<file path="src/rtl/core/assert_macros.svh">
// Assertion macros shared by the RTL; they compile away under SYNTHESIS.
`ifndef ASSERT_MACROS_SVH
`define ASSERT_MACROS_SVH
`ifndef SYNTHESIS
`define ASSERT_ALWAYS(lbl, clk, rst_n, cond) \
    lbl: assert property (@(posedge clk) disable iff (!rst_n) (cond)) \
        else $error("assertion failed");
`define ASSERT_IMPLIES(lbl, clk, rst_n, ante, cons) \
    lbl: assert property (@(posedge clk) disable iff (!rst_n) (ante) |-> (cons)) \
        else $error("assertion failed");
`define ASSERT_NEXT(lbl, clk, rst_n, ante, cons) \
    lbl: assert property (@(posedge clk) disable iff (!rst_n) (ante) |=> (cons)) \
        else $error("assertion failed");
`else
`define ASSERT_ALWAYS(lbl, clk, rst_n, cond)
`define ASSERT_IMPLIES(lbl, clk, rst_n, ante, cons)
`define ASSERT_NEXT(lbl, clk, rst_n, ante, cons)
`endif
`endif

</file>
<file path="src/rtl/core/bsd_pkg.sv">
// Types and constants shared by the BMP decoder modules.
package bsd_pkg;

    localparam logic [1:0] KIND_HEADER = 2'd0;
    localparam logic [1:0] KIND_PIXEL  = 2'd1;
    localparam logic [1:0] KIND_ROW    = 2'd2;
    localparam logic [1:0] KIND_ERROR  = 2'd3;

    localparam logic [2:0] ERR_SIGNATURE = 3'd0;
    localparam logic [2:0] ERR_DEPTH     = 3'd1;
    localparam logic [2:0] ERR_SHORT     = 3'd2;
    localparam logic [2:0] ERR_SIZE      = 3'd3;
    localparam logic [2:0] ERR_OFFSET    = 3'd4;
    localparam logic [2:0] ERR_TRUNC     = 3'd5;

    localparam int QDEPTH = 4;
    localparam int QAW    = 2;
    localparam int QCW    = 3;

    typedef enum logic [5:0] {
        PH_HEADER = 6'b000001,
        PH_SKIP   = 6'b000010,
        PH_PIXEL  = 6'b000100,
        PH_PAD    = 6'b001000,
        PH_DONE   = 6'b010000,
        PH_ERROR  = 6'b100000
    } t_phase;

    typedef struct packed {
        logic [1:0]  kind;
        logic [31:0] argb;
        logic [11:0] dest_x;
        logic [11:0] dest_y;
        logic [12:0] image_width;
        logic [12:0] image_height;
        logic [2:0]  error_code;
        logic        image_complete;
    } t_result;

    // All results caused by one input byte.
    typedef struct packed {
        t_result first;
        t_result second;
        logic    two;
    } t_entry;

endpackage

</file>
<file path="src/rtl/core/bmp_stream_to_argb_decoder.sv">
// Top level of the BMP byte stream to ARGB pixel decoder.
// Usage:
//   Input channel: one file byte per transfer (i_data_byte, i_end_of_file),
//   taken when i_valid is high and o_stall is low. Output channel: one result
//   per transfer on o_* fields, taken when o_valid is high and i_stall is low.
//   A result is a header report, a pixel with its x and y, a row-done mark or
//   an error; o_run_last flags the last result caused by a byte.
// Path: a taken byte's results are written into the queue, then loaded into
//   the output register, from which they are offered.
// Throughput: one byte per cycle while o_stall is low. A byte with two results
//   (a pixel that ends a row, or a trailing error) sends them as two transfers;
//   the four-entry queue between parser and output stage absorbs these bursts.
// Stall: when the receiver stalls, the output register holds its result and
//   the queue fills; o_stall rises only when the queue is full.
// Reset: synchronous, active low; the parser returns to the header state and
//   the queue and output register empty. End of file also returns the parser
//   to the header state after that byte's results.
// Sizes: MAX_WIDTH and MAX_HEIGHT bound the accepted image size.
module bmp_stream_to_argb_decoder #(
    parameter int MAX_WIDTH  = 4096,
    parameter int MAX_HEIGHT = 4096
) (
    input  logic        i_clk,
    input  logic        i_rst_n,
    input  logic        i_valid,
    output logic        o_stall,
    input  logic [7:0]  i_data_byte,
    input  logic        i_end_of_file,
    output logic        o_valid,
    input  logic        i_stall,
    output logic [1:0]  o_kind,
    output logic [31:0] o_argb,
    output logic [11:0] o_dest_x,
    output logic [11:0] o_dest_y,
    output logic [12:0] o_image_width,
    output logic [12:0] o_image_height,
    output logic [2:0]  o_error_code,
    output logic        o_image_complete,
    output logic        o_run_last
);
    logic             q_push, q_full;
    bsd_pkg::t_entry  push_entry, head;
    bsd_pkg::t_result res;
    logic             empty, pop;

    bsd_front #(.MAX_WIDTH(MAX_WIDTH), .MAX_HEIGHT(MAX_HEIGHT)) u_front (
        .i_clk(i_clk), .i_rst_n(i_rst_n), .i_valid(i_valid),
        .i_data_byte(i_data_byte), .i_end_of_file(i_end_of_file),
        .i_full(q_full), .o_push(q_push), .o_entry(push_entry)
    );

    bsd_queue u_queue (
        .i_clk(i_clk), .i_rst_n(i_rst_n), .i_push(q_push), .i_entry(push_entry),
        .i_pop(pop), .o_head(head), .o_empty(empty), .o_full(q_full)
    );

    bsd_back u_back (
        .i_clk(i_clk), .i_rst_n(i_rst_n), .i_head(head), .i_empty(empty),
        .o_pop(pop), .o_valid(o_valid), .i_stall(i_stall), .o_res(res),
        .o_run_last(o_run_last)
    );

    // stall upstream only while the queue has no room
    assign o_stall          = q_full;
    assign o_kind           = res.kind;
    assign o_argb           = res.argb;
    assign o_dest_x         = res.dest_x;
    assign o_dest_y         = res.dest_y;
    assign o_image_width    = res.image_width;
    assign o_image_height   = res.image_height;
    assign o_error_code     = res.error_code;
    assign o_image_complete = res.image_complete;
endmodule

</file>
<file path="src/rtl/core/bsd_front.sv">
// Header parser and pixel assembler: one byte in, up to two results out.
`include "assert_macros.svh"
module bsd_front #(
    parameter int MAX_WIDTH  = 4096,
    parameter int MAX_HEIGHT = 4096
) (
    input  logic            i_clk,
    input  logic            i_rst_n,
    input  logic            i_valid,
    input  logic [7:0]      i_data_byte,
    input  logic            i_end_of_file,
    input  logic            i_full,
    output logic            o_push,
    output bsd_pkg::t_entry o_entry
);
    localparam int CW = $clog2(MAX_WIDTH + 1);
    localparam int RW = $clog2(MAX_HEIGHT + 1);

    bsd_pkg::t_phase r_phase, n_phase;
    logic [31:0] r_pos, n_pos, r_off, n_off, r_w, n_w, r_h, n_h;
    logic        r_d32, n_d32, r_bup, n_bup;
    logic [CW-1:0] r_col, n_col;
    logic [RW-1:0] r_row, n_row;
    logic [1:0]  r_bip, n_bip, r_pad, n_pad;
    logic [23:0] r_asm, n_asm;

    logic          acc;
    logic [1:0]    cnt;
    bsd_pkg::t_result res [0:1];

    assign acc = i_valid && !i_full;

    always_comb begin
        logic        err_v;
        logic [2:0]  err_c;
        logic [31:0] mag;
        logic [31:0] yfl;
        logic [7:0]  alpha;
        logic        lastk;
        logic        last_row;
        bsd_pkg::t_result rr;

        n_phase = r_phase; n_pos = r_pos; n_off = r_off; n_w = r_w; n_h = r_h;
        n_d32 = r_d32; n_bup = r_bup; n_col = r_col; n_row = r_row;
        n_bip = r_bip; n_pad = r_pad; n_asm = r_asm;
        res[0] = '0; res[1] = '0; cnt = 2'd0;
        err_v = 1'b0; err_c = bsd_pkg::ERR_SIGNATURE;
        mag = 32'd0; alpha = 8'd0; lastk = 1'b0; last_row = 1'b0; rr = '0;
        yfl = r_bup ? (r_h - 32'd1 - 32'(r_row)) : 32'(r_row);

        case (r_phase)
            bsd_pkg::PH_HEADER: begin
                if (r_pos == 32'd0 && i_data_byte != 8'h42) err_v = 1'b1;
                if (r_pos == 32'd1 && i_data_byte != 8'h4D) err_v = 1'b1;
                case (r_pos)
                    32'd10: n_off[7:0]   = i_data_byte;
                    32'd11: n_off[15:8]  = i_data_byte;
                    32'd12: n_off[23:16] = i_data_byte;
                    32'd13: n_off[31:24] = i_data_byte;
                    32'd18: n_w[7:0]     = i_data_byte;
                    32'd19: n_w[15:8]    = i_data_byte;
                    32'd20: n_w[23:16]   = i_data_byte;
                    32'd21: n_w[31:24]   = i_data_byte;
                    32'd22: n_h[7:0]     = i_data_byte;
                    32'd23: n_h[15:8]    = i_data_byte;
                    32'd24: n_h[23:16]   = i_data_byte;
                    32'd25: begin
                        n_h[31:24] = i_data_byte;
                        n_bup      = !i_data_byte[7];
                    end
                    default: ;
                endcase
                if (r_pos == 32'd28) begin
                    if (i_data_byte == 8'd32) n_d32 = 1'b1;
                    else if (i_data_byte != 8'd24) begin
                        err_v = 1'b1; err_c = bsd_pkg::ERR_DEPTH;
                    end
                end
                if (r_pos == 32'd29 && i_data_byte != 8'd0) begin
                    err_v = 1'b1; err_c = bsd_pkg::ERR_DEPTH;
                end
                if (r_pos == 32'd53) begin
                    mag = r_bup ? r_h : (32'd0 - r_h);
                    if (r_w == 32'd0 || r_w > 32'(MAX_WIDTH) ||
                        mag == 32'd0 || mag > 32'(MAX_HEIGHT)) begin
                        err_v = 1'b1; err_c = bsd_pkg::ERR_SIZE;
                    end else if (r_off < 32'd54) begin
                        err_v = 1'b1; err_c = bsd_pkg::ERR_OFFSET;
                    end else begin
                        n_h = mag;
                        rr = '0;
                        rr.kind = bsd_pkg::KIND_HEADER;
                        rr.image_width  = r_w[12:0];
                        rr.image_height = mag[12:0];
                        res[0] = rr; cnt = 2'd1;
                        n_phase = (r_off == 32'd54) ? bsd_pkg::PH_PIXEL : bsd_pkg::PH_SKIP;
                    end
                end
                n_pos = r_pos + 32'd1;
                if (err_v) begin
                    rr = '0;
                    rr.kind = bsd_pkg::KIND_ERROR;
                    rr.error_code = err_c;
                    res[0] = rr; cnt = 2'd1;
                    n_phase = bsd_pkg::PH_ERROR;
                end
            end
            bsd_pkg::PH_SKIP: begin
                n_pos = r_pos + 32'd1;
                if (n_pos == r_off) n_phase = bsd_pkg::PH_PIXEL;
            end
            bsd_pkg::PH_PIXEL: begin
                case (r_bip)
                    2'd0: n_asm[7:0]   = i_data_byte;
                    2'd1: n_asm[15:8]  = i_data_byte;
                    2'd2: n_asm[23:16] = i_data_byte;
                    default: ;
                endcase
                lastk = r_d32 ? (r_bip == 2'd3) : (r_bip == 2'd2);
                if (lastk) begin
                    alpha = r_d32 ? i_data_byte : 8'd0;
                    if (alpha == 8'd0) alpha = 8'hFF;
                    rr = '0;
                    rr.kind   = bsd_pkg::KIND_PIXEL;
                    rr.argb   = {alpha, n_asm};
                    rr.dest_x = 12'(r_col);
                    rr.dest_y = yfl[11:0];
                    res[0] = rr; cnt = 2'd1;
                    n_asm = 24'd0;
                    n_bip = 2'd0;
                    n_col = r_col + CW'(1);
                    if (32'(n_col) == r_w) begin
                        n_col = '0;
                        // 24-bit rows pad to 4 bytes: pad = width mod 4
                        if (r_d32 || r_w[1:0] == 2'd0) begin
                            last_row = (32'(r_row) + 32'd1 == r_h);
                            rr = '0;
                            rr.kind = bsd_pkg::KIND_ROW;
                            rr.dest_y = yfl[11:0];
                            rr.image_complete = last_row;
                            res[1] = rr; cnt = 2'd2;
                            n_row = r_row + RW'(1);
                            if (last_row) n_phase = bsd_pkg::PH_DONE;
                        end else begin
                            n_pad = r_w[1:0];
                            n_phase = bsd_pkg::PH_PAD;
                        end
                    end
                end else begin
                    n_bip = r_bip + 2'd1;
                end
            end
            bsd_pkg::PH_PAD: begin
                n_pad = r_pad - 2'd1;
                if (n_pad == 2'd0) begin
                    n_phase = bsd_pkg::PH_PIXEL;
                    last_row = (32'(r_row) + 32'd1 == r_h);
                    rr = '0;
                    rr.kind = bsd_pkg::KIND_ROW;
                    rr.dest_y = yfl[11:0];
                    rr.image_complete = last_row;
                    res[0] = rr; cnt = 2'd1;
                    n_row = r_row + RW'(1);
                    if (last_row) n_phase = bsd_pkg::PH_DONE;
                end
            end
            default: ;
        endcase

        if (i_end_of_file) begin
            rr = '0;
            rr.kind = bsd_pkg::KIND_ERROR;
            if (n_phase == bsd_pkg::PH_HEADER) begin
                rr.error_code = bsd_pkg::ERR_SHORT;
                res[cnt[0]] = rr; cnt = cnt + 2'd1;
            end else if (n_phase == bsd_pkg::PH_SKIP || n_phase == bsd_pkg::PH_PIXEL ||
                         n_phase == bsd_pkg::PH_PAD) begin
                // truncation error takes the place of the row-done of a row that is not the last
                if (cnt == 2'd2) cnt = 2'd1;
                rr.error_code = bsd_pkg::ERR_TRUNC;
                res[cnt[0]] = rr; cnt = cnt + 2'd1;
            end
            n_phase = bsd_pkg::PH_HEADER; n_pos = '0; n_off = '0; n_w = '0;
            n_h = '0; n_d32 = 1'b0; n_bup = 1'b1; n_col = '0; n_row = '0;
            n_bip = '0; n_pad = '0; n_asm = '0;
        end
    end

    always_ff @(posedge i_clk) begin
        if (!i_rst_n) begin
            r_phase <= bsd_pkg::PH_HEADER;
            r_pos <= '0; r_off <= '0; r_w <= '0; r_h <= '0;
            r_d32 <= 1'b0; r_bup <= 1'b1; r_col <= '0; r_row <= '0;
            r_bip <= '0; r_pad <= '0; r_asm <= '0;
        end else if (acc) begin
            r_phase <= n_phase;
            r_pos <= n_pos; r_off <= n_off; r_w <= n_w; r_h <= n_h;
            r_d32 <= n_d32; r_bup <= n_bup; r_col <= n_col; r_row <= n_row;
            r_bip <= n_bip; r_pad <= n_pad; r_asm <= n_asm;
        end
    end

    assign o_push         = acc && (cnt != 2'd0);
    assign o_entry.first  = res[0];
    assign o_entry.second = res[1];
    assign o_entry.two    = (cnt == 2'd2);

    `ASSERT_IMPLIES(a_pad_phase, i_clk, i_rst_n, r_phase == bsd_pkg::PH_PAD, r_pad != 2'd0 && !r_d32)
endmodule

</file>
<file path="src/rtl/core/bsd_queue.sv">
// Short queue of per-byte result groups between parser and output stage.
`include "assert_macros.svh"
module bsd_queue (
    input  logic            i_clk,
    input  logic            i_rst_n,
    input  logic            i_push,
    input  bsd_pkg::t_entry i_entry,
    input  logic            i_pop,
    output bsd_pkg::t_entry o_head,
    output logic            o_empty,
    output logic            o_full
);
    bsd_pkg::t_entry r_mem [0:bsd_pkg::QDEPTH-1];
    logic [bsd_pkg::QAW-1:0] r_wp, r_rp;
    logic [bsd_pkg::QCW-1:0] r_cnt;
    logic do_push, do_pop;

    assign o_empty = (r_cnt == '0);
    assign o_full  = (r_cnt == bsd_pkg::QCW'(bsd_pkg::QDEPTH));
    assign do_push = i_push && !o_full;
    assign do_pop  = i_pop && !o_empty;
    assign o_head  = r_mem[r_rp];

    always_ff @(posedge i_clk) begin
        if (do_push) r_mem[r_wp] <= i_entry;
    end

    always_ff @(posedge i_clk) begin
        if (!i_rst_n) begin
            r_wp <= '0; r_rp <= '0; r_cnt <= '0;
        end else begin
            if (do_push) r_wp <= r_wp + 1'b1;
            if (do_pop)  r_rp <= r_rp + 1'b1;
            r_cnt <= r_cnt + bsd_pkg::QCW'(do_push) - bsd_pkg::QCW'(do_pop);
        end
    end

    `ASSERT_ALWAYS(a_cnt_range, i_clk, i_rst_n, r_cnt <= bsd_pkg::QCW'(bsd_pkg::QDEPTH))
    `ASSERT_IMPLIES(a_no_overflow, i_clk, i_rst_n, i_push, !o_full)
endmodule

</file>
<file path="src/rtl/core/bsd_back.sv">
// Output stage: splits result groups into single transfers, registered.
`include "assert_macros.svh"
module bsd_back (
    input  logic             i_clk,
    input  logic             i_rst_n,
    input  bsd_pkg::t_entry  i_head,
    input  logic             i_empty,
    output logic             o_pop,
    output logic             o_valid,
    input  logic             i_stall,
    output bsd_pkg::t_result o_res,
    output logic             o_run_last
);
    logic             r_valid, r_last, r_have2, out_free;
    bsd_pkg::t_result r_res, r_second;

    assign out_free = !r_valid || !i_stall;
    assign o_pop    = out_free && !r_have2 && !i_empty;

    always_ff @(posedge i_clk) begin
        if (!i_rst_n) begin
            r_valid <= 1'b0; r_have2 <= 1'b0;
        end else if (out_free) begin
            if (r_have2) begin
                r_valid <= 1'b1; r_have2 <= 1'b0;
            end else if (!i_empty) begin
                r_valid <= 1'b1; r_have2 <= i_head.two;
            end else begin
                r_valid <= 1'b0;
            end
        end
    end

    always_ff @(posedge i_clk) begin
        if (out_free) begin
            if (r_have2) begin
                r_res <= r_second; r_last <= 1'b1;
            end else if (!i_empty) begin
                r_res <= i_head.first; r_last <= !i_head.two;
                r_second <= i_head.second;
            end
        end
    end

    assign o_valid    = r_valid;
    assign o_res      = r_res;
    assign o_run_last = r_last;

    `ASSERT_IMPLIES(a_second_needs_first, i_clk, i_rst_n, r_have2, r_valid && !r_last)
    `ASSERT_NEXT(a_second_held, i_clk, i_rst_n, r_have2 && !out_free, r_have2)
endmodule
</file>
<file path="config.mk">
export PLATFORM = sky130hd
export DESIGN_NAME = bmp_stream_to_argb_decoder
export DESIGN_NICKNAME = d
export VERILOG_FILES = /design/src/rtl/core/bsd_pkg.sv /design/src/rtl/core/bmp_stream_to_argb_decoder.sv /design/src/rtl/core/bsd_front.sv /design/src/rtl/core/bsd_queue.sv /design/src/rtl/core/bsd_back.sv
export VERILOG_INCLUDE_DIRS = /design/src /design/src/rtl/core
export SDC_FILE = /design/constraint.sdc
export NUM_CORES = 1
export LEC_CHECK = 0
export ABC_AREA = 1
export BUFFER_PORTS_ARGS = -buffer_cell sky130_fd_sc_hd__buf_4
export CORE_ASPECT_RATIO = 1.75
export CORE_UTILIZATION = 40
export CTS_CLUSTER_DIAMETER = 150
export DETAILED_ROUTE_END_ITERATION = 10
export GPL_ROUTABILITY_DRIVEN = 0
export PLACE_DENSITY = 0.64
export SLEW_MARGIN = 5
export SYNTH_ARGS = -nofsm -noshare
export SYNTH_HDL_FRONTEND = slang
export SYNTH_SLANG_ARGS = --single-unit
export TNS_END_PERCENT = 5
</file>
<file path="constraint.sdc">
create_clock -name i_clk -period 12.94 [get_ports i_clk]
set_input_delay 0.647 -clock i_clk [delete_from_list [all_inputs] [get_ports i_clk]]
set_output_delay 0.647 -clock i_clk [all_outputs]
set_load 0.03 [all_outputs]
</file>
==> results of run 1 <==
[layout make-up]
type,instances,area [µm²]
repair buffers,136,1021
fillers,7903,45700
flip-flops and latches,731,19950
inverters,289,1091
clock inverters,37,360.3
diodes,1,2.502
multi-input cells,2542,12070
clock buffers,89,1854
well taps,1065,1333
[power by group through the flow]
stage	combinational, mW	sequential, mW	clock (mW)
after floorplan	1.15	3.59	0
after global placement	2.17	3.32	0
after detailed placement	2.19	3.32	0
after CTS	2.20	3.27	2.05
after global routing	2.39	3.31	2.13
final	2.17	3.27	2.01
[cells by family (layout without fill, tap and decap cells)]
family / after synthesis / in the layout
fa+ha+maj: 32 / 32
buf+inv: 467 / 551
xor+xnor: 49 / 49
flops: 731 / 731
simple gates: 1673 / 1673
compound gates: 784 / 784
other cells: 1 / 5
[state kept, by name (all words and copies together) (netlist names), named ones only]
name               cells
u_front.r_row         13
u_back.o_valid         1
u_front.r_off         32
u_front.r_pad          2
u_back.r_have2         1
u_back.o_res          88
u_back.o_run_last      1
u_front.r_bip          2
u_front.r_w           32
u_front.r_phase        6
u_front.r_asm         24
u_front.r_pos         32
u_queue.r_rp           2
u_front.r_h           32
u_queue.r_wp           2
u_queue.r_mem        424
u_front.r_bup          1
u_front.r_d32          1
u_queue.r_cnt          3
u_front.r_col         13
u_back.r_second       17
[cells in the mapped netlist, types with 10 or more instances]
| cell | number |
|---|---|
| o21ai_1 | 14 |
| a211oi_1 | 10 |
| nor2_2 | 11 |
| nor2_1 | 763 |
| xor2_1 | 40 |
| dfxtp_1 | 201 |
| inv_1 | 271 |
| edfxtp_1 | 530 |
| nor3_1 | 38 |
| buf_1 | 10 |
| o2111ai_1 | 22 |
| a21oi_1 | 247 |
| inv_2 | 15 |
| o211a_1 | 24 |
| o21ai_0 | 403 |
| nand4_1 | 52 |
| nand3_1 | 145 |
| buf_2 | 14 |
| clkbuf_1 | 149 |
| o22ai_1 | 20 |
| ha_1 | 30 |
| a31oi_1 | 20 |
| nand2_1 | 606 |
| nor4_1 | 17 |
| or2_2 | 11 |
[how the worst max path moves through the flow]
stage                                       end      startpoint  slack (ps)  cells after the start
after global routing      u_queue.r_mem[0][122]   u_front.r_bup        5840                     22
after CTS                  u_queue.r_mem[0][34]   u_front.r_bup        6340                     26
after global placement     u_queue.r_mem[0][36]   u_front.r_bup        6560                     26
after detailed placement  u_queue.r_mem[0][124]   u_front.r_bup        6370                     26
after floorplan             u_queue.r_mem[0][0]  i_data_byte[2]        5170                     18
final                     u_queue.r_mem[0][123]   u_front.r_bup        6400                     24
[cells in the final DEF (no fill, tap or decap), drive strengths merged, types with 2 or more instances in the layout]
cell	synthesis	final
bufinv	0	4
o211ai	5	5
nand3b	6	6
and3	3	3
ha	30	30
a211oi	10	10
o211a	24	24
o21bai	3	3
nand2	610	610
clkinv	3	27
clkinvlp	0	5
dfxtp	201	201
nor4	17	17
o2111ai	22	22
nand3	146	146
xor2	40	40
nor3	48	48
nand4	53	53
conb	1	4
buf	29	136
fa	2	2
a22oi	3	3
a21oi	248	248
a31oi	20	20
o22ai	20	20
xnor2	9	9
inv	286	290
a221o	2	2
nor2	774	774
edfxtp	530	530
o21ai	418	418
clkbuf	149	89
o41ai	2	2
and2	2	2
or2	13	13
o31ai	3	3
[metrics by stage]
step | power (mW) | hold slack (ps) | std cells | instance area (µm²) | utilization [%]
finish | 7.452 | 451.7 | 4890 | 37680 | 45.19
global placement | 5.487 | 453.1 | 4763 | 35470 | 42.53
detailed placement | 5.510 | 461.9 | 4763 | 35470 | 42.53
CTS | 7.523 | 406.9 | 4889 | 37680 | 45.19
global route | 7.830 | 457.2 | 4889 | 37680 | 45.19
floorplan | 4.740 | 429.7 | 3740 | 33760 | -
[critical path, cell delays in order, from the launching register on]
cell and delay, ps:
dfxtp_1 740, inv_2 520, nand2_2 270, o21ai_1 160, nor2_2 240, nand3_1 100, nand2_1 80, nand2_1 80
nor2_1 90, nand2_1 50, nor2_1 160, nand3_1 100, nand2_1 140, nand3_1 90, a21oi_1 210, nand4_1 180
nand4_1 170, o21bai_1 80, nand2_1 70, nand2_1 70, nand2_1 140, nand2_1 280, nor2_4 820, buf_4 590
buf_4 680
[per-layer routing]
layer  share of wire, %  wire length (µm)
met5                  0                 0
met1                 38             35240
met2                 51             47890
met4                6.0              5632
met3                5.2              4913
==> results.md, run 1 <==
Critical path:
- The flop-to-flop setup slack is between 6000 and 7000 ps.
- Of all nets on the critical path, the largest fanout is between 40 and 50.
- The worst setup path is launched from a register.
- The worst register-to-register path ends at u_queue.r_mem[0][123].
- The data arrival time of the critical path is about 6800 ps.
- The startpoint identified for the worst register-to-register timing path is u_front.r_bup.
- STA classifies the critical path endpoint as a register.
- The path depth of the worst reg2reg path is 24.
- The required time of the critical path is between 10000 and 15000 ps.
- The worst setup path is of the register to register kind.

Clock tree:
- The post-cts resize count is 0.
- The post-CTS setup buffer count is 0.
- The clock net sink count is about 730.
- The number of buffers between clock root and the deepest sink is 3.
- For the worst-skew pair, the clock arrives at the later sink with an insertion delay of 650 ps.
- The hold buffer count at cts is 0.
- The CTS H-tree depth is 3.
- Clock-pin slew was measured on the worst setup and hold paths at 70 ps.
- The cell at the root of the clock tree is clkbuf_16.
- The number of buffers inserted during clock tree synthesis is a little under 70.
- The TritonCTS clock tree is done.

Pwr:
- The largest voltage drop on the vdd net is between 100 and 150 µV.
- The power density over the cells is ~200 mW/mm².
- The internal portion of the total power is approximately 4.8 mW.
- Combinational logic is responsible for 29.1% of the overall power.
- The analysis attributes to net switching a power of 2.643 mW.
- Per report_power, the sequential group accounts for 43.9% of the total.
- The switching share of total power is ~35%.
- In this run the static leakage power is between 10 and 15 nW.
- The share of total power in the clock network is about 27%.

Timing:
- Adding up every negative setup slack in the final design gives 0 ps.
- Setup violations remaining at the end of the flow were counted as 0.
- In the post-route analysis, the smallest setup slack over all paths is 6403 ps.
- The routed design could run at a clock period as short as between 6000 and 7000 ps.
- At the pin with the least slew margin, the transition time is approximately 1100 ps.
- The maximum clock frequency is 153.0 MHz.
- Setup repair after global routing left no endpoint under its margin.
- The worst slew slack as a fraction of its limit is between 20% and 30%.
- The total count of max-transition violations in the final report is 0.
- The worst path uses between 50% and 60% of the clock period.
- The final count of hold timing violations came to 0.
- For the final database, setup skew stands at around 38 ps.

GRT:
- The via count of the first global-routing pass is 25.78k.
- The largest net degree at the start of global routing is between 90 and 100.
- The total overflow left after global routing is 0.
- Global routing consumed, on the met3 layer, 3.300% of the routing resources.
- The first global-routing pass estimated roughly 140 mm of wire.
- Global routing consumed, on the met2 layer, 39.58% of the routing resources.
- The number of antenna violations at the first check in global routing is 1.
- In the global route stage, overall resource usage came out at a little over a fifth.
- The most heavily used metal layer in global routing is met2.
- Global routing used a little under a quarter of the available met1 tracks.

Routing:
- Once detail routing completed, the nets flagged for antenna violations numbered 0.
- The detailed-routing iteration count for the pre-antenna-repair pass is 5.
- Using the TritonRoute via totals, the vias-per-cell ratio works out to around 5.4.
- The detailed router finished its first iteration with roughly 2.1k violations.
- The final routed DRC violation total is 0.
- After detailed routing, the average wire length per cell comes to 19.16 µm.
- The final layout contains routed wiring with a total length of 93.67 mm.
- The routed layout has 26.52k vias.

Synth:
- The sequential element share of the synthesized area is between 50 and 60%.
- After synthesis the cells add up to about 0.034 mm².
- The largest area contributor in the netlist is edfxtp_1.
- The share of the synthesized area in the top cell type is between 40% and 50%.
- The async set or reset register ratio after synthesis is 0%.
- The Yosys step of the flow raised 0 warnings.
- The portion of synthesized area spent on multiplexers is 0%.
- The synthesized instance count is roughly 3.7k.
- Each instance of the synthesized netlist takes up on average roughly 9.0 µm².
- The post-synthesis simple-gate area fraction is between 20% and 30%.
- The count of state elements after synthesis is roughly 730.
- The xor/xnor cell area share of the yosys netlist is under 10%.
- The number of enable flip-flop cells after synthesis is 530.
- The most instantiated flip-flop cell in the synthesis netlist is edfxtp_1.
- The arithmetic-cell share of the synthesized area counting full adders, half adders and majority gates is 1.231%.
- In the post-synthesis netlist, the biggest area contributors are edfxtp_1 47%, dfxtp_1 12%, nor2_1 8.5%.
- The synthesized-area fraction occupied by ao, oa, aoi and oai cells is ~13%.
- The post-synthesis cell type count is 53.
- The dominant combinational cell family by area after synthesis is simple AND/OR/NAND/NOR gates.

Layout:
- The growth of design area from synthesis to finish is 11.66%.
- The share of post-route cells with drive strength above 1 is under 10%.
- The number of nets in the finished design is ~3.8k.

Place:
- The wire-length estimate of the detail-placed layout is 62.19 mm.
- Port buffering added slightly above 100 buffers.
- At the placement stage, the worst setup path has a slack of 6367 ps.

Floorplanning:
- The floorplan has 140 rows.
- The effective utilization at floorplan is between 40 and 50%.
- In this run the count of I/O pins placed on the die edge is 104.
- The horizontal die dimension is roughly 220 µm.
- The core region is 0.08338 mm².
- The height of the die is 386.2 µm.
- The total die area is between 0.08 and 0.09 mm².

Run status:
- The run finished with clean final reports.

Flow run:
- The count of maximum capacitance violations is 0.

Worst hold path:
- The terminating pin of the worst hold path is u_back.o_valid.
- The min-delay analysis places its worst path in the category input port to register.
- Along the worst hold path, the cell count comes to 5.
- The startpoint of the tightest hold check path is i_stall.
No activity file was read; power rests on OpenSTA's default activity.
==> run 2: changes to the inputs <==
--- a/config.mk
+++ b/config.mk
@@ -6,14 +6,14 @@
 export SDC_FILE = /design/constraint.sdc
 export NUM_CORES = 1
 export LEC_CHECK = 0
-export ABC_AREA = 1
+export ABC_AREA = 0
 export BUFFER_PORTS_ARGS = -buffer_cell sky130_fd_sc_hd__buf_4
 export CORE_ASPECT_RATIO = 1.75
 export CORE_UTILIZATION = 40
 export CTS_CLUSTER_DIAMETER = 150
 export DETAILED_ROUTE_END_ITERATION = 10
 export GPL_ROUTABILITY_DRIVEN = 0
-export PLACE_DENSITY = 0.64
+export PLACE_DENSITY = 0.66
 export SLEW_MARGIN = 5
 export SYNTH_ARGS = -nofsm -noshare
 export SYNTH_HDL_FRONTEND = slang
==> constraint.sdc (replaced) <==
create_clock -name i_clk -period 5.4 [get_ports i_clk]
set_input_delay 0.27 -clock i_clk [delete_from_list [all_inputs] [get_ports i_clk]]
set_output_delay 0.27 -clock i_clk [all_outputs]
set_load 0.03 [all_outputs]
==> results.md, run 2 <==
Clock tree:
- The CTS H-tree depth came to 2 (-1).
- The number of buffers inserted during clock tree synthesis is 60 (-13%).
- CTS placed an instance of clkbuf_16 at the clock tree root.
- The clock-pin slew reported for the worst setup and hold paths after clock tree synthesis came to 70 ps (about the same).
- The clock net sink count was 731 (unchanged).
- The number of buffers between clock root and the deepest sink was 3 (unchanged).
- TritonCTS built the clock tree.
- The worst-skew pair later-pin latency is 660 ps (about the same).

GRT:
- The all-layer global routing usage is 20.09% (-1.7 points).
- The residual overflow from global routing is 0 (unchanged).
- The number of antenna violations at the first check in global routing is 3 (+2).
- The largest net degree at the start of global routing was 81 (-17%).
- The via count of the first global-routing pass is 22.77k (-12%).
- The wire length of the first global-routing pass is 134.3 mm (-7.1%).

Pwr:
- The relative contribution of sequential cells to total power is 47.1% (+3.2 points).
- The switching component of the power is 4.875 mW (+84%).
- The power density over the cells is 418.7 mW/mm² (+110%).
- The combinational group share of total power was 25.4% (-3.7 points).
- The largest voltage drop on the vdd net was 362.9 µV (+150%).
- The switching share of total power was 30.61% (-4.9 points).
- The share of total power in the clock network was 27.5% (+0.5 points).
- The internal power is 11.05 mW (+130%).
- The standby leakage power is 12.98 nW (-10%).
- The overall power after layout came to 15.93 mW (+110%).

Critical path:
- The nature of the critical path startpoint is a register.
- The worst setup path is captured at a register.
- The required time of the critical path is 5880 ps (-7310 ps).
- The largest fanout on the critical path is 16 (-67%).
- The data arrival time of the critical path was 5570 ps (-1220 ps).
- The kind of critical path is register to register.

Floorplanning:
- The height of the die is 387.4 µm (+0.29%).
- The effective utilization at floorplan is 40.34% (-0.13 points).
- The I/O pin count is 104 (unchanged).
- The horizontal die dimension is 222.2 µm (+0.29%).
- The number of standard-cell rows in the floorplan was 141 (+0.71%).
- The placeable core region was 0.08415 mm² (+0.93%).
- The total die area is 0.08608 mm² (+0.59%).

Routing:
- The violation count after the first detailed-route iteration was 1891 (-9.8%).
- The wire length after detailed routing is 87.50 mm (-6.6%).
- The vias after detailed routing is 22.48k (-15%).
- The via-per-instance ratio is 5.796 (+6.9%).
- The detailed-routing iteration count for the pre-antenna-repair pass is 9 (+4).
- The final routed DRC violation total is 2 (+2).
- The routed length per placed instance is 22.56 µm (+18%).
- The post-detailed-route count of antenna-violating nets came to 0 (unchanged).

Layout:
- The core utilization of the finished layout is 45.20% (about the same).
- The sequential cell area in the final layout came to 0.01995 mm² (unchanged).
- Compared with the post-synthesis result, the final layout area differs by 12.06%.
- The share of post-route cells with drive strength above 1 is 16.07% (+7.9 points).
- The area of combinational cells with multiple inputs is 0.01309 mm² (+8.5%).
- The commonest non-fill, non-tap cell in the layout is edfxtp_1.
- The register name with the most flops is u_queue.r_mem.
- The number of nets in the finished design is 2800 (-27%).
- The flip-flop count of the largest register after layout is 424 (unchanged).
- The number of fillers in the final layout is 7382 (-6.6%).
- Leaving out fill and tap cells, the most frequent cells in the layout are 530 x edfxtp_1, 215 x nor2b_1, 198 x dfxtp_1.
- The count of inserted antenna diode cells is 0 (-1).

Synth:
- Among all cell types in the netlist, the one instantiated most often is edfxtp_1.
- The most instantiated flip-flop cell in the synthesis netlist is edfxtp_1.
- The mean area per synthesized cell is 12.56 µm² (+39%).
- The synthesized instance count is 2702 (-28%).
- The count of state elements after synthesis is 731 (unchanged).
- The sequential element share of the synthesized area is 58.74% (-0.35 points).
- The number of enable flip-flop cells after synthesis is 530 (unchanged).
- By count the netlist is led by 530 x edfxtp_1, 215 x nor2b_1, 201 x dfxtp_1.
- The netlist area before placement is 0.03395 mm² (+0.59%).
- The share of the synthesized area in the top cell type was 46.89% (-0.28 points).
- The Yosys warning count came to 0 (unchanged).
- The biggest area contributor in the post-synthesis netlist is edfxtp_1.
- The post-synthesis cell type count is 94 (+77%).
- Yosys attributes the largest share of cell area to edfxtp_1 47%, dfxtp_1 12%, mux4_2 7.0%.
- The async set or reset register ratio after synthesis was 0% (unchanged).

Timing:
- The post-route clock period utilization came to 94.26% (+44 points).
- The total count of max-transition violations in the final report is 0 (unchanged).
- The slew of the pin with the lowest slew margin was 1122 ps (+19.31 ps).
- The maximum clock frequency is 196.5 MHz (+28%).
- Setup repair after global routing left no endpoint under its margin.
- The clock period minus worst slack is 5090 ps (-1447 ps).
- The final count of negative-setup-slack endpoints is 0 (unchanged).
- The setup skew after layout is 33.47 ps (-4.831 ps).
- The final count of hold timing violations is 0 (unchanged).
- The worst slew slack as a fraction of its limit was 24.67% (-1.7 points).
- The total negative setup slack is 0 ps (unchanged).

Place:
- The detailed placer's ending HPWL is 59.51 mm (-4.3%).
- The number of buffers added on ports is 103 (unchanged).

Run status:
- The run finished, with violations left.
- The checks that failed: DRC.

Worst hold path:
- The min-delay analysis places its worst path in the category input port to register.

Flow run:
- The count of maximum capacitance violations is 0 (unchanged).
==> run 2: cell types whose count changed after synthesis, sizes merged, moves of 106 or more <==
cell / delta
nand2: -498
o21ai: -292
nor2: -579
inv: -226
nor2b: +215
a21oi: -177
mux4: +106
mux2i: +111
==> run 2: layout make-up <==
| cell class | instances | area share, % |
|---|---|---|
| Clock buffer | 83 | 4.437 |
| Tap cell | 1072 | 3.526 |
| Clock inverter | 31 | 0.7565 |
| Multi-Input combinational cell | 1730 | 34.41 |
| Timing Repair Buffer | 172 | 3.829 |
| Sequential cell | 731 | 52.45 |
| Inverter | 60 | 0.5920 |
==> run 2: timing repair <==
| action | 4_1_cts | 5_1_grt |
|---|---|---|
| endpoints found under the hold margin | 1 | 0 |
| resized for setup | 0 | 1 |
| setup buffers | 0 | 0 |
| endpoints found under the setup margin | 0 | 1 |
| hold buffers | 1 | 0 |
==> run 2: final timing paths <==
check | startpoint | endpoint | slack (ps) | cells after the start
min reg2reg | u_queue.r_wp[1] | u_queue.r_wp[1] | 520 | 2
max | u_front.r_pos[2] | u_queue.r_mem[1][105] | 310 | 13
max reg2reg | u_front.r_pos[2] | u_queue.r_mem[1][105] | 310 | 13
min | i_data_byte[0] | u_front.r_h[0] | 80 | 3
==> run 2: critical path, stage by stage, from the launching register on <==
cell,delay [ps]
dfxtp_1,620
nand4_1,300
nor4_2,310
buf_4,220
nand4_1,170
xnor2_1,340
nand4_1,150
nor4_1,610
a41oi_1,240
a31o_1,290
xor2_1,170
o211ai_1,500
and3_1,680
and2_1,290
==> run 2: per-stage QoR <==
stage / setup WS, ps / hold WS (ps) / std cells / instance area (µm²)
5_1_grt: 27.50 / 117.3 / 3879 / 38040
6_report: 310.0 / 83.49 / 3879 / 38040
4_1_cts: 384.2 / 56.84 / 3879 / 38040
3_3_place_gp: 514.3 / 481.9 / 3764 / 36050
3_5_place_dp: 453.8 / 507.4 / 3764 / 36050
2_1_floorplan: -958.7 / 423.7 / 2705 / 33960
==> run 2: logic make-up (layout without fill, tap and decap cells) <==
logic type | count (synthesis) | after routing | synth area share, %
muxes | 238 | 238 | 11.00
xor gates and xnor gates | 93 | 93 | 2.455
other | 1 | 4 | 0.01105
AOI/OAI and AO/OA | 432 | 432 | 8.426
adders and majority gates | 32 | 32 | 1.224
buffers and inverters | 244 | 346 | 2.860
DFF | 731 | 731 | 58.74
and+or+nand+nor | 931 | 931 | 15.28
==> run 2: per-layer routing <==
layer	vias up	track usage [%]	share of wire, %
met5	-	0	0.019
met4	2	11.34	5.8
met3	281	2.177	4.5
met2	835	37.01	53
met1	11130	22.31	37
li1	10230	-	-
==> run 2: power groups by stage <==
stage / clock [mW] / sequential (mW) / combinational (mW)
2_1_floorplan: 0 / 8.28 / 2.02
3_3_place_gp: 0 / 7.60 / 4.07
3_5_place_dp: 0 / 7.64 / 4.12
4_1_cts: 4.46 / 7.52 / 4.13
5_1_grt: 4.65 / 7.59 / 4.30
6_report: 4.39 / 7.50 / 4.04
